<file path="config.mk">
export PLATFORM = sky130hd
export DESIGN_NAME = brb_ctrl
export DESIGN_NICKNAME = d
export VERILOG_FILES = /design/src/design/brb_pkg.sv /design/src/design/brb_ctrl.sv
export SDC_FILE = /design/constraint.sdc
export NUM_CORES = 1
export LEC_CHECK = 0
export BUFFER_PORTS_ARGS = -buffer_cell sky130_fd_sc_hd__buf_4
export CAP_MARGIN = 20
export CORE_MARGIN = 1.5
export CORE_UTILIZATION = 60
export DETAILED_ROUTE_END_ITERATION = 7
export HOLD_SLACK_MARGIN = 0.05
export PLACE_DENSITY = 0.81
export SYNTH_ARGS = -nofsm -noshare
export SYNTH_HDL_FRONTEND = slang
export SYNTH_SLANG_ARGS = --single-unit
</file>
<file path="constraint.sdc">
create_clock -name aclk -period 5.7 [get_ports aclk]
set_clock_uncertainty 0.15 [all_clocks]
set_input_delay 1.14 -clock aclk [delete_from_list [all_inputs] [get_ports aclk]]
set_output_delay 1.14 -clock aclk [all_outputs]
set_load 0.02 [all_outputs]
</file>
<file path="src/design/brb_pkg.sv">
`timescale 1ns / 1ps
// ----------------------------------------------------------------------------
// brb_pkg
// Shared types and codes for the byte ring buffer: operation and status
// codes, the item and result structs, and the memory control bundle.
// ----------------------------------------------------------------------------
package brb_pkg;

    localparam int LEN_W  = 11;
    localparam int BYTE_W = 8;
    localparam int FILL_W = 11;

    typedef enum logic [1:0] {
        OP_WRITE   = 2'd0,
        OP_READ    = 2'd1,
        OP_PEEK    = 2'd2,
        OP_CONSUME = 2'd3
    } brb_op_t;

    typedef enum logic [1:0] {
        ST_OK     = 2'd0,
        ST_ZERO   = 2'd1,
        ST_SHORT  = 2'd2,
        ST_BEYOND = 2'd3
    } brb_status_t;

    typedef struct packed {
        brb_op_t           op;
        logic              run_start;
        logic [LEN_W-1:0]  length;
        logic [BYTE_W-1:0] wr_byte;
    } brb_in_t;

    typedef struct packed {
        brb_status_t       status;
        logic [BYTE_W-1:0] rd_byte;
        logic [FILL_W-1:0] fill_count;
        logic              run_last;
    } brb_out_t;

    // Result of one item before the read data joins it
    typedef struct packed {
        brb_status_t       status;
        logic [FILL_W-1:0] fill_count;
        logic              run_last;
        logic              rd_hit;
    } brb_res_t;

    typedef struct packed {
        logic wr_en;
        logic rd_en;
    } brb_mem_ctl_t;

endpackage

</file>
<file path="src/design/brb_ctrl.sv">
`timescale 1ns / 1ps
// ----------------------------------------------------------------------------
// brb_ctrl
// Pointer and run control: checks run lengths, steps the head, tail and
// peek pointers, keeps the fill count and issues memory accesses.
// ----------------------------------------------------------------------------
module brb_ctrl #(
    parameter int CAPACITY = 1024,
    parameter int PTR_W    = 10
) (
    input  logic                  aclk,
    input  logic                  aresetn,
    input  logic                  accept,
    input  brb_pkg::brb_in_t      item,
    output brb_pkg::brb_mem_ctl_t mem_ctl,
    output logic [PTR_W-1:0]      wr_addr,
    output logic [PTR_W-1:0]      rd_addr,
    output brb_pkg::brb_res_t     res
);
    import brb_pkg::*;

    localparam int CNT_W = $clog2(CAPACITY + 1);
    localparam int CMP_W = (CNT_W > LEN_W) ? CNT_W : LEN_W;
    localparam int SUM_W = CMP_W + 1;
    localparam logic [CNT_W-1:0] CAP_CNT  = CNT_W'(CAPACITY);
    localparam logic [PTR_W-1:0] LAST_PTR = PTR_W'(CAPACITY - 1);
    localparam logic [SUM_W-1:0] CAP_SUM  = SUM_W'(CAPACITY);

    logic [PTR_W-1:0] head_reg, head_next;
    logic [PTR_W-1:0] tail_reg, tail_next;
    logic [PTR_W-1:0] peek_reg, peek_next;
    logic [CNT_W-1:0] count_reg, count_next;
    logic [LEN_W-1:0] remain_reg, remain_next;
    brb_op_t          run_op_reg, run_op_next;

    logic [CNT_W-1:0] limit;
    logic [SUM_W-1:0] head_sum;
    logic [PTR_W-1:0] peek_src;
    logic             move;
    brb_op_t          move_op;
    brb_status_t      status;

    function automatic logic [PTR_W-1:0] ptr_inc(input logic [PTR_W-1:0] p);
        return (p == LAST_PTR) ? '0 : p + PTR_W'(1);
    endfunction

    always_ff @(posedge aclk) begin
        if (!aresetn) begin
            head_reg   <= '0;
            tail_reg   <= '0;
            peek_reg   <= '0;
            count_reg  <= '0;
            remain_reg <= '0;
            run_op_reg <= OP_WRITE;
        end else if (accept) begin
            head_reg   <= head_next;
            tail_reg   <= tail_next;
            peek_reg   <= peek_next;
            count_reg  <= count_next;
            remain_reg <= remain_next;
            run_op_reg <= run_op_next;
        end
    end

    always_comb begin
        limit    = (item.op == OP_WRITE) ? CAP_CNT - count_reg : count_reg;
        head_sum = SUM_W'(head_reg) + SUM_W'(item.length);
        if (head_sum >= CAP_SUM) begin
            head_sum = head_sum - CAP_SUM;
        end

        head_next   = head_reg;
        tail_next   = tail_reg;
        peek_next   = peek_reg;
        count_next  = count_reg;
        remain_next = remain_reg;
        run_op_next = run_op_reg;
        status      = ST_OK;
        move        = 1'b0;
        move_op     = run_op_reg;
        peek_src    = peek_reg;

        if (item.run_start) begin
            remain_next = '0;
            if (item.length == '0) begin
                status = ST_ZERO;
            end else if (CMP_W'(item.length) > CMP_W'(limit)) begin
                status = ST_SHORT;
            end else if (item.op == OP_CONSUME) begin
                head_next  = PTR_W'(head_sum);
                count_next = count_reg - CNT_W'(item.length);
            end else begin
                move        = 1'b1;
                move_op     = item.op;
                run_op_next = item.op;
                peek_src    = head_reg;
                remain_next = item.length - LEN_W'(1);
            end
        end else if (remain_reg != '0) begin
            move        = 1'b1;
            remain_next = remain_reg - LEN_W'(1);
        end else begin
            status = ST_BEYOND;
        end

        mem_ctl.wr_en = 1'b0;
        mem_ctl.rd_en = 1'b0;
        wr_addr       = tail_reg;
        rd_addr       = head_reg;

        if (move) begin
            unique case (move_op) inside
                OP_WRITE: begin
                    mem_ctl.wr_en = accept;
                    tail_next     = ptr_inc(tail_reg);
                    if (count_reg != CAP_CNT) begin
                        count_next = count_reg + CNT_W'(1);
                    end
                end
                OP_READ: begin
                    mem_ctl.rd_en = accept;
                    head_next     = ptr_inc(head_reg);
                    if (count_reg != '0) begin
                        count_next = count_reg - CNT_W'(1);
                    end
                end
                OP_PEEK, OP_CONSUME: begin
                    // consume never starts a run; its arm only serves peek
                    mem_ctl.rd_en = accept;
                    rd_addr       = peek_src;
                    peek_next     = ptr_inc(peek_src);
                end
                default: begin
                    mem_ctl.rd_en = 1'b0;
                end
            endcase
        end

        res.status     = status;
        res.fill_count = FILL_W'(count_next);
        res.run_last   = (remain_next == '0);
        res.rd_hit     = move && (move_op != OP_WRITE);
    end

endmodule

</file>
==> results.cfg, run 1 <==
[status]
outcome = complete, no violations

[routing]
drt-pass1-iter-count = 5
wirelength_um = 17200
drt_iter0_drc = 569
num_vias = 6293
drc = 0
ant_nets = 0
avgRoutedWirePerCell_um = 18.5
viasPerCell = 6.80

[setup_path]
cp-end-kind = output port
crit_path_max_fanout = 10
cpMostUsedCell = buf_4
critical-path-max-stage-delay_ns = 0.38
slowest_stage = a211o_2
arrival_ns = 4.27
path_class = in2out
start_kind = input port
critPathBufInv = 4
ff2ff_setup_slack_ns = 0.69
crit_required_ns = 4.41
path_cells = buf_4 > inv_1 > nand2_1 > nor2_1 > xnor2_1 > ha_1 > nand4_2 > a21oi_1 > o21a_1 > a21oi_2 > buf_4 > a211o_2 > o221ai_1 > o211ai_1 > nand2_1 > buf_4
path_delay_family = compound AO/OA/AOI/OAI gates

[logic_synthesis]
avgSynthCellArea_um2 = 7.30
synthFlopType = dfxtp_1
synth.area.mux_share_pct = 2.70
synth_edf_count = 0
synth_seq_cells = 54
syn-num-nets = 827
ys_warn_count = 0
syn-cell-area_um2 = 5560
synth_top_area_share_pct = 19.4
synth_top_area_cell = dfxtp_1
ys_top_cells_by_area = dfxtp_1, ha_1, xnor2_1
synth-compound-area-share_pct = 29.0
synthXorXnorAreaFrac_pct = 8.67
ys_seq_area_share_pct = 19.4
synth-async-reset-ratio_pct = 0
synth_fa_ha_area_share_pct = 9.27
synthCells = 762
synth_cell_types = 77
synth-simple-area-share_pct = 25.5
synth_top_family_by_area = compound AO/OA/AOI/OAI gates

[timing]
max_freq_ghz = 0.180
hold_violations = 0
period_minus_slack_ns = 5.56
final.period_utilization_pct = 97.6
final_max_slew_viol_count = 0
finalSetupViolations = 0
worstMarginPinSlew_ns = 0.844
slew_headroom_pct = 43.4

[global_routing]
grt-busiest-layer = met2
grt_use_total_pct = 34.5
grt_max_degree = 57
met1_usage_pct = 44.2
grt_pass1_wl_um = 28000
grtUsageMet3_pct = 3.51
gr-usage-met2_pct = 58.6
first_global_vias = 6022
antenna_found_initial = 0
gr-total-overflow = 0

[clock_network]
cts.sink_count = 54
numCtsBuffers = 5
path_clk_slew_ns = 0.11
h-tree-depth = 2
cts_tree = built
cts.path.max_buffers = 2
postCtsHoldBufs = 0
clk_latency_ns = 0.33
cts-root-buf = clkbuf_8

[final_layout]
n_antenna_cell = 0
areaGrowthSynthToFinish_pct = 15.4
stdcell_count = 926
fin_nets = 882
drive_above_1_share_pct = 17.8

[floorplanning]
dieArea_um2 = 9850
die_w_um = 99.3
pin_count = 62
num_rows = 34
die_h_um = 99.3
initial_utilization_pct = 62.8
coreArea_um2 = 8850

[pwr]
powerDensity_nw_per_um2 = 209
total_power_uw = 1340
ir_worst_vdd_mv = 0.141
leakage_uw = 0.00259

[placement]
place_hpwl_um = 12700
placed_cells = 916
io_buffers = 53
gp_congestion = 0.998

[flow_run]
maxCapViolCount = 0

[worst_hold_path]
hold_path_class = reg2reg
-- metrics by stage --
stage	instance area, um2	worst slack, ns	utilization [%]	TNS [ns]	hold slack [ns]
finish	6420	0.138	72.5	0	0.353
global route	6420	-0.0676	72.5	-0.401	0.374
CTS	6330	0.0859	71.5	0	0.350
detailed placement	6190	0.0579	70.0	0	0.334
global placement	6190	0.140	70.0	0	0.334
floorplan	5560	0.310	-	0	0.309
-- report_power, final --
part	total, uW	internal, uW	switching [uW]
Clock	296	145	151
Sequential	431	398	32.7
Combinational	614	248	366
-- layer usage --
layer | share of wire [%] | routed length [um] | up-vias
met4 | 3.2 | 557 | 0
met3 | 8.2 | 1410 | 66
li1 | - | - | 2917
met2 | 48 | 8240 | 350
met1 | 41 | 6960 | 2960
met5 | 0 | 0 | -
-- synthesized netlist by cell type (4+ instances only) --
master,n
nand3_1,35
o21a_1,8
a211oi_1,17
inv_1,35
o211ai_1,13
o31ai_1,5
nor3_1,19
a21oi_1,59
nor2_1,69
dfxtp_1,54
nor3b_1,7
o21ai_0,51
clkbuf_1,36
or3_1,6
mux2i_1,6
mux2_2,8
nand2_1,82
nand4_1,8
a32oi_1,4
nand3b_1,4
xnor2_1,42
a31oi_1,12
and2_1,4
o2111ai_1,10
and3_1,14
xor2_1,13
nor4_1,7
o221ai_1,5
ha_1,38
a22o_1,6
nand2b_1,4
a21o_1,8
-- path summary, 6_finish.rpt --
check / cells after the start / to / startpoint
worst min-delay path: 2 / peek_reg[1]$_SDFFE_PN0P_ / peek_reg[1]$_SDFFE_PN0P_
worst max register to register: 25 / peek_reg[5]$_SDFFE_PN0P_ / count_reg[1]$_SDFFE_PN0P_
worst max-delay path: 16 / res[4] / item[20]
worst min register to register: 2 / peek_reg[1]$_SDFFE_PN0P_ / peek_reg[1]$_SDFFE_PN0P_
-- cells in the final DEF (no fill, tap or decap), drive strengths merged, types with 8 or more instances in the layout --
cell,count
buf,90
nand2,84
nor2,69
a21oi,59
o21ai,55
dfxtp,54
xnor2,42
ha,38
inv,36
nand3,35
nor3,20
a211oi,17
and3,14
o211ai,14
xor2,13
a31oi,12
o2111ai,10
nand4,9
nor4,9
o21a,8
a21o,8
mux2,8
-- cell families (layout without fill, tap and decap cells) --
group | count (synthesis) | after routing
compound gates | 240 | 240
xor+xnor | 55 | 55
fa+ha+maj | 40 | 40
buf+inv | 78 | 134
flops | 54 | 54
mux | 14 | 14
simple gates | 281 | 281
-- what timing repair did --
item | CTS | global route
setup buffers | 0 | 2
endpoints found under the setup margin | 5 | 21
pin swaps | 0 | 5
gates resized for setup | 4 | 15
-- area by class of cell --
type	instances	area (um2)
multi-input combinational	630	4260
fill	754	2430
tap	108	135
timing repair buffer	90	679
clock inverter	2	38.8
clock buffer	6	82.6
sequential	54	1080
inverter	36	135
-- worst min-delay path: stages, from the launching register on --
cell and delay [ns]:
dfxtp_1 0.35, nand2_1 0.06, a21oi_1 0.05
No activity file was read; power rests on OpenSTA's default activity.
==> run 2, diff against run 1 <==
--- a/config.mk
+++ b/config.mk
@@ -8,10 +8,9 @@
 export BUFFER_PORTS_ARGS = -buffer_cell sky130_fd_sc_hd__buf_4
 export CAP_MARGIN = 20
 export CORE_MARGIN = 1.5
-export CORE_UTILIZATION = 60
+export CORE_UTILIZATION = 40
 export DETAILED_ROUTE_END_ITERATION = 7
 export HOLD_SLACK_MARGIN = 0.05
-export PLACE_DENSITY = 0.81
 export SYNTH_ARGS = -nofsm -noshare
 export SYNTH_HDL_FRONTEND = slang
 export SYNTH_SLANG_ARGS = --single-unit
==> run 2 against run 1 <==
  * Sequential share of layout area is 0.64 points lower
  * Register-to-register slack better by 0.10 ns
  * Non-clock buffer count is 8 higher
  * Combinational power increased by 3.6%
  * Via count down 4.9%
  * Count of clock-buffer cells in the layout shrank 1
  * Clock power grew 16%
  * Routed wire length increased by 6.1%
  * Die area is 48% higher
  * Critical endpoint is now res[3]
  * Largest power group unchanged
==> results.cfg, run 2 (synthesis results as in run 1) <==
[placement]
placed_cells = 989
gp_congestion = 0.935
preCtsSetupSlack_ns = -0.0661
dpl_cell_area_um2 = 6310
place_hpwl_um = 13800
io_buffers = 53

[final_layout]
layout_commonest_cell = buf_4
final_cell_mix = buf_4, nand2_1, nor2_1
fin_nets = 890
n_antenna_cell = 0
stdcell_count = 1002
areaGrowthSynthToFinish_pct = 20.0
n_fill_cell = 1353
finish.instance_area_um2 = 6670
drive_above_1_share_pct = 20.2

[clock_network]
cts.sink_count = 54
postCtsHoldBufs = 0
cts_tree = built
h-tree-depth = 2
numCtsBuffers = 5
cts-root-buf = clkbuf_16
clk_latency_ns = 0.32
cts.path.max_buffers = 2
path_clk_slew_ns = 0.08

[global_routing]
grtUsageMet3_pct = 5.08
grt_max_degree = 57
gr-total-overflow = 0
met1_usage_pct = 33.9
first_global_vias = 5740
grt_pass1_wl_um = 29700
antenna_found_initial = 0
grt-busiest-layer = met2
gr-usage-met2_pct = 42.0
grt_use_total_pct = 25.5

[timing]
final_max_slew_viol_count = 0
final.period_utilization_pct = 97.9
slew_headroom_pct = 39.3
hold_violations = 0
finalSetupViolations = 0
period_minus_slack_ns = 5.58
max_freq_ghz = 0.179
hold_slack_ns = 0.349
layout_setup_ws_ns = 0.119
grt_setup_unrepaired = yes
worstMarginPinSlew_ns = 0.905

[routing]
drc = 0
avgRoutedWirePerCell_um = 18.2
drt-pass1-iter-count = 5
num_vias = 5986
viasPerCell = 5.97
ant_nets = 0
drt_iter0_drc = 514
wirelength_um = 18200

[pwr]
powerDensity_nw_per_um2 = 212
leakage_uw = 0.00264
ir_worst_vdd_mv = 0.156

[setup_path]
cp-end-kind = output port
crit_required_ns = 4.41
worstReg2RegStart = count_reg[1]$_SDFFE_PN0P_
r2r_end = peek_reg[5]$_SDFFE_PN0P_
start_kind = input port
startpoint = item[20]
path_class = in2out
ff2ff_setup_slack_ns = 0.79
arrival_ns = 4.29
reg2reg_depth = 25
crit_path_max_fanout = 6

[status]
outcome = complete, no violations

[worst_hold_path]
hold_end = peek_reg[1]$_SDFFE_PN0P_
min-delay-start = peek_reg[1]$_SDFFE_PN0P_
hold_path_depth = 2
hold_path_class = reg2reg

[flow_run]
maxCapViolCount = 0

[floorplanning]
die_h_um = 121
pin_count = 62
initial_utilization_pct = 41.5
dieArea_um2 = 14600
die_w_um = 121
num_rows = 42
coreArea_um2 = 13400
run 2: cell types whose count changed in the layout (fill, tap and decap cells not counted), sizes merged:
cell,change
buf,+8
bufinv,-1
clkbuf,-1
clkinv,+2
run 2: cell type report:
cell class	count	area [um2]	share of cell area, %
Multi-Input combinational cell	630	4340	65.1
Sequential cell	54	1080	16.2
Timing Repair Buffer	98	736	11.0
Tap cell	176	220	3.30
Inverter	36	135	2.03
Clock buffer	5	125	1.88
Clock inverter	3	28.8	0.431
run 2: metrics by stage:
stage | setup TNS (ns) | power (uW) | utilization (%)
3_3_place_gp | -0.137 | 1020 | 47.1
4_1_cts | 0 | 1380 | 48.4
6_report | 0 | 1410 | 49.8
3_5_place_dp | -0.0977 | 1030 | 47.1
5_1_grt | -0.139 | 1500 | 49.8
2_1_floorplan | 0 | 837 | -
run 2: worst max-delay path, stage by stage:
cell and delay (ns):
buf_4 0.14, inv_1 0.09, nand2_2 0.10, buf_4 0.16, a21oi_2 0.14, xnor2_1 0.16, ha_1 0.28, nand2_2 0.11
nor4_4 0.05, buf_4 0.14, o211ai_1 0.35, a211oi_2 0.10, o211ai_1 0.53, o2111ai_4 0.29, a22o_1 0.34, buf_4 0.17
run 2: report_power, final:
group | switching (uW) | leakage, uW | total, uW | internal [uW]
clock network | 176 | 0.0000759 | 344 | 169
logic | 374 | 0.00213 | 636 | 262
registers | 33.2 | 0.000441 | 431 | 398
run 2: worst max-delay path by stage:
stage | to | depth (start not counted)
2_1_floorplan | res[11] | 17
3_3_place_gp | res[11] | 16
3_5_place_dp | res[11] | 16
4_1_cts | res[3] | 15
5_1_grt | res[3] | 16
6_report | res[3] | 16
run 2: per-layer routing:
layer	share of wire [%]	wire length (um)
met1	45	8240
met2	46	8360
met3	7.4	1360
met4	1.4	255
met5	0	0
run 2: timing repair:
action / CTS / global route
resized for setup: 5 / 30
buffers inserted: 0 / 5
endpoints found under the setup margin: 7 / 23
pin swaps: 0 / 7
==> run 3, diff against run 2 <==
--- a/config.mk
+++ b/config.mk
@@ -5,12 +5,13 @@
 export SDC_FILE = /design/constraint.sdc
 export NUM_CORES = 1
 export LEC_CHECK = 0
-export BUFFER_PORTS_ARGS = -buffer_cell sky130_fd_sc_hd__buf_4
+export BUFFER_PORTS_ARGS = -buffer_cell sky130_fd_sc_hd__buf_2
 export CAP_MARGIN = 20
 export CORE_MARGIN = 1.5
 export CORE_UTILIZATION = 40
 export DETAILED_ROUTE_END_ITERATION = 7
 export HOLD_SLACK_MARGIN = 0.05
+export PLACE_DENSITY_LB_ADDON = 0.15
 export SYNTH_ARGS = -nofsm -noshare
 export SYNTH_HDL_FRONTEND = slang
 export SYNTH_SLANG_ARGS = --single-unit
==> run 3 against run 2 <==
  * Setup slack improved by 0.067 ns
  * Critical path type unchanged
  * Routed wire length shrank 0.96%
  * Register-to-register slack got worse by 0.04 ns
  * Combinational power shrank 6.0%
  * Cell area fell by 3.8%
==> results.cfg, run 3 (synthesis results as in run 1) <==
[placement]
gp_congestion = 0.900
dpl_cell_area_um2 = 6140
io_buffers = 53
place_hpwl_um = 13600

[clock_network]
cts_tree = built
cts.path.max_buffers = 2
postCtsHoldBufs = 0
cts-root-buf = clkbuf_16
clk_latency_ns = 0.31
numCtsBuffers = 5
cts.sink_count = 54
h-tree-depth = 2
path_clk_slew_ns = 0.08

[routing]
wirelength_um = 18000
drt_iter0_drc = 413
num_vias = 5978
drc = 0
route.met2.wl_um = 8550
m1WireLength_um = 8130
avgRoutedWirePerCell_um = 18.1
ant_nets = 0
dr_wl_met3_um = 1010
drt-pass1-iter-count = 5
viasPerCell = 6.01
top_layer = met4

[floorplanning]
dieArea_um2 = 14600
initial_utilization_pct = 41.5
coreArea_um2 = 13400
pin_count = 62
num_rows = 42
die_h_um = 121
die_w_um = 121

[final_layout]
drive_above_1_share_pct = 17.8
n_antenna_cell = 0
fin_nets = 883
layout_commonest_cell = nand2_1
final_cell_mix = nand2_1, nor2_1, a21oi_1
areaGrowthSynthToFinish_pct = 15.5
finish.instance_area_um2 = 6420

[setup_path]
crit_required_ns = 4.41
crit_path_max_fanout = 8
cp-end-kind = output port
arrival_ns = 4.22
path_cells = buf_2 > inv_1 > nand2_2 > nor2_1 > xnor2_1 > ha_1 > nand4_4 > nor4_4 > o211ai_1 > a211oi_1 > o211ai_1 > buf_4 > a221o_1 > nand2_1 > buf_2
path_class = in2out
path_delay_family = compound AO/OA/AOI/OAI gates
critical-path-max-stage-delay_ns = 0.38
reg2reg_depth = 24
critPathBufInv = 4
start_kind = input port
crit_cells = 15
slowest_stage = ha_1

[timing]
finalSetupViolations = 0
period_minus_slack_ns = 5.51
final_max_slew_viol_count = 0
slew_headroom_pct = 33.1
max_freq_ghz = 0.181
hold_violations = 0
final.period_utilization_pct = 96.7
fin_tns_setup_ns = 0
worstMarginPinSlew_ns = 0.997
hold_slack_ns = 0.344

[pwr]
combinationalPowerShare_pct = 42.3
internal_power_uw = 851
powerDensity_nw_per_um2 = 220
ir_worst_vdd_mv = 0.123
seqPwrFrac_pct = 30.3
clockPowerShare_pct = 27.5
swShare_pct = 39.9
leakage_uw = 0.00258
switchingPower_uw = 564

[global_routing]
first_global_vias = 5757
grt_max_degree = 56
grt_use_total_pct = 24.7
gr-total-overflow = 0
antenna_found_initial = 0
grt_pass1_wl_um = 28800

[status]
outcome = complete, no violations

[worst_hold_path]
hold_path_depth = 2
hold_path_class = reg2reg

[flow_run]
maxCapViolCount = 0
run 3: final timing paths:
kind | start | slack [ns] | end
setup reg to reg | count_reg[0]$_SDFFE_PN0P_ | 0.75 | peek_reg[5]$_SDFFE_PN0P_
hold / removal | wr_addr[6]$_SDFFE_PN0P_ | 0.34 | wr_addr[6]$_SDFFE_PN0P_
hold reg to reg | wr_addr[6]$_SDFFE_PN0P_ | 0.34 | wr_addr[6]$_SDFFE_PN0P_
setup / recovery | item[21] | 0.19 | res[2]
run 3: final cells by class:
class / instances / area [um2]
Clock buffer: 6 / 139
Multi-Input combinational cell: 630 / 4250
Fill cell: 1413 / 6980
Sequential cell: 54 / 1080
Timing Repair Buffer: 91 / 551
Inverter: 36 / 135
Clock inverter: 2 / 38.8
Tap cell: 176 / 220
run 3: layer usage:
metal	vias to the layer above	track usage, %
met5	-	0
met4	0	8.75
met3	27	3.67
met2	216	41.9
met1	2815	31.8
li1	2920	-
run 3: worst reg2reg max path: cells and delay by family (launching register included):
| kind | cells | cell delay (ns) |
|---|---|---|
| multiplexers | 1 | 0.12 |
| buffers and inverters | 6 | 1.01 |
| XOR/XNOR | 1 | 0.14 |
| flip-flops | 1 | 0.33 |
| adder cells (fa/ha/maj) | 3 | 0.78 |
| AND/OR/NAND/NOR | 6 | 0.99 |
| AO/OA/AOI/OAI | 7 | 1.31 |
run 3: stage by stage:
stage / std cells / setup WS [ns] / util [%] / total power, uW
2_1_floorplan: 762 / 0.310 / - / 837
3_3_place_gp: 983 / 0.0650 / 45.8 / 998
3_5_place_dp: 983 / -0.0719 / 45.8 / 1010
4_1_cts: 991 / 0.0176 / 47.3 / 1410
5_1_grt: 995 / -0.0275 / 47.9 / 1490
6_report: 995 / 0.186 / 47.9 / 1410
run 3: power groups by stage:
| stage | clock (uW) | sequential (uW) | combinational [uW] |
|---|---|---|---|
| floorplan | 0 | 425 | 412 |
| CTS | 399 | 427 | 580 |
| finish | 388 | 428 | 598 |
| detailed placement | 0 | 436 | 574 |
| global route | 408 | 432 | 651 |
| global placement | 0 | 434 | 563 |
run 3: repair_timing:
action	4_1_cts	5_1_grt
setup endpoints to repair	14	22
pin swaps	1	4
gates resized for setup	5	12
setup buffers	0	4
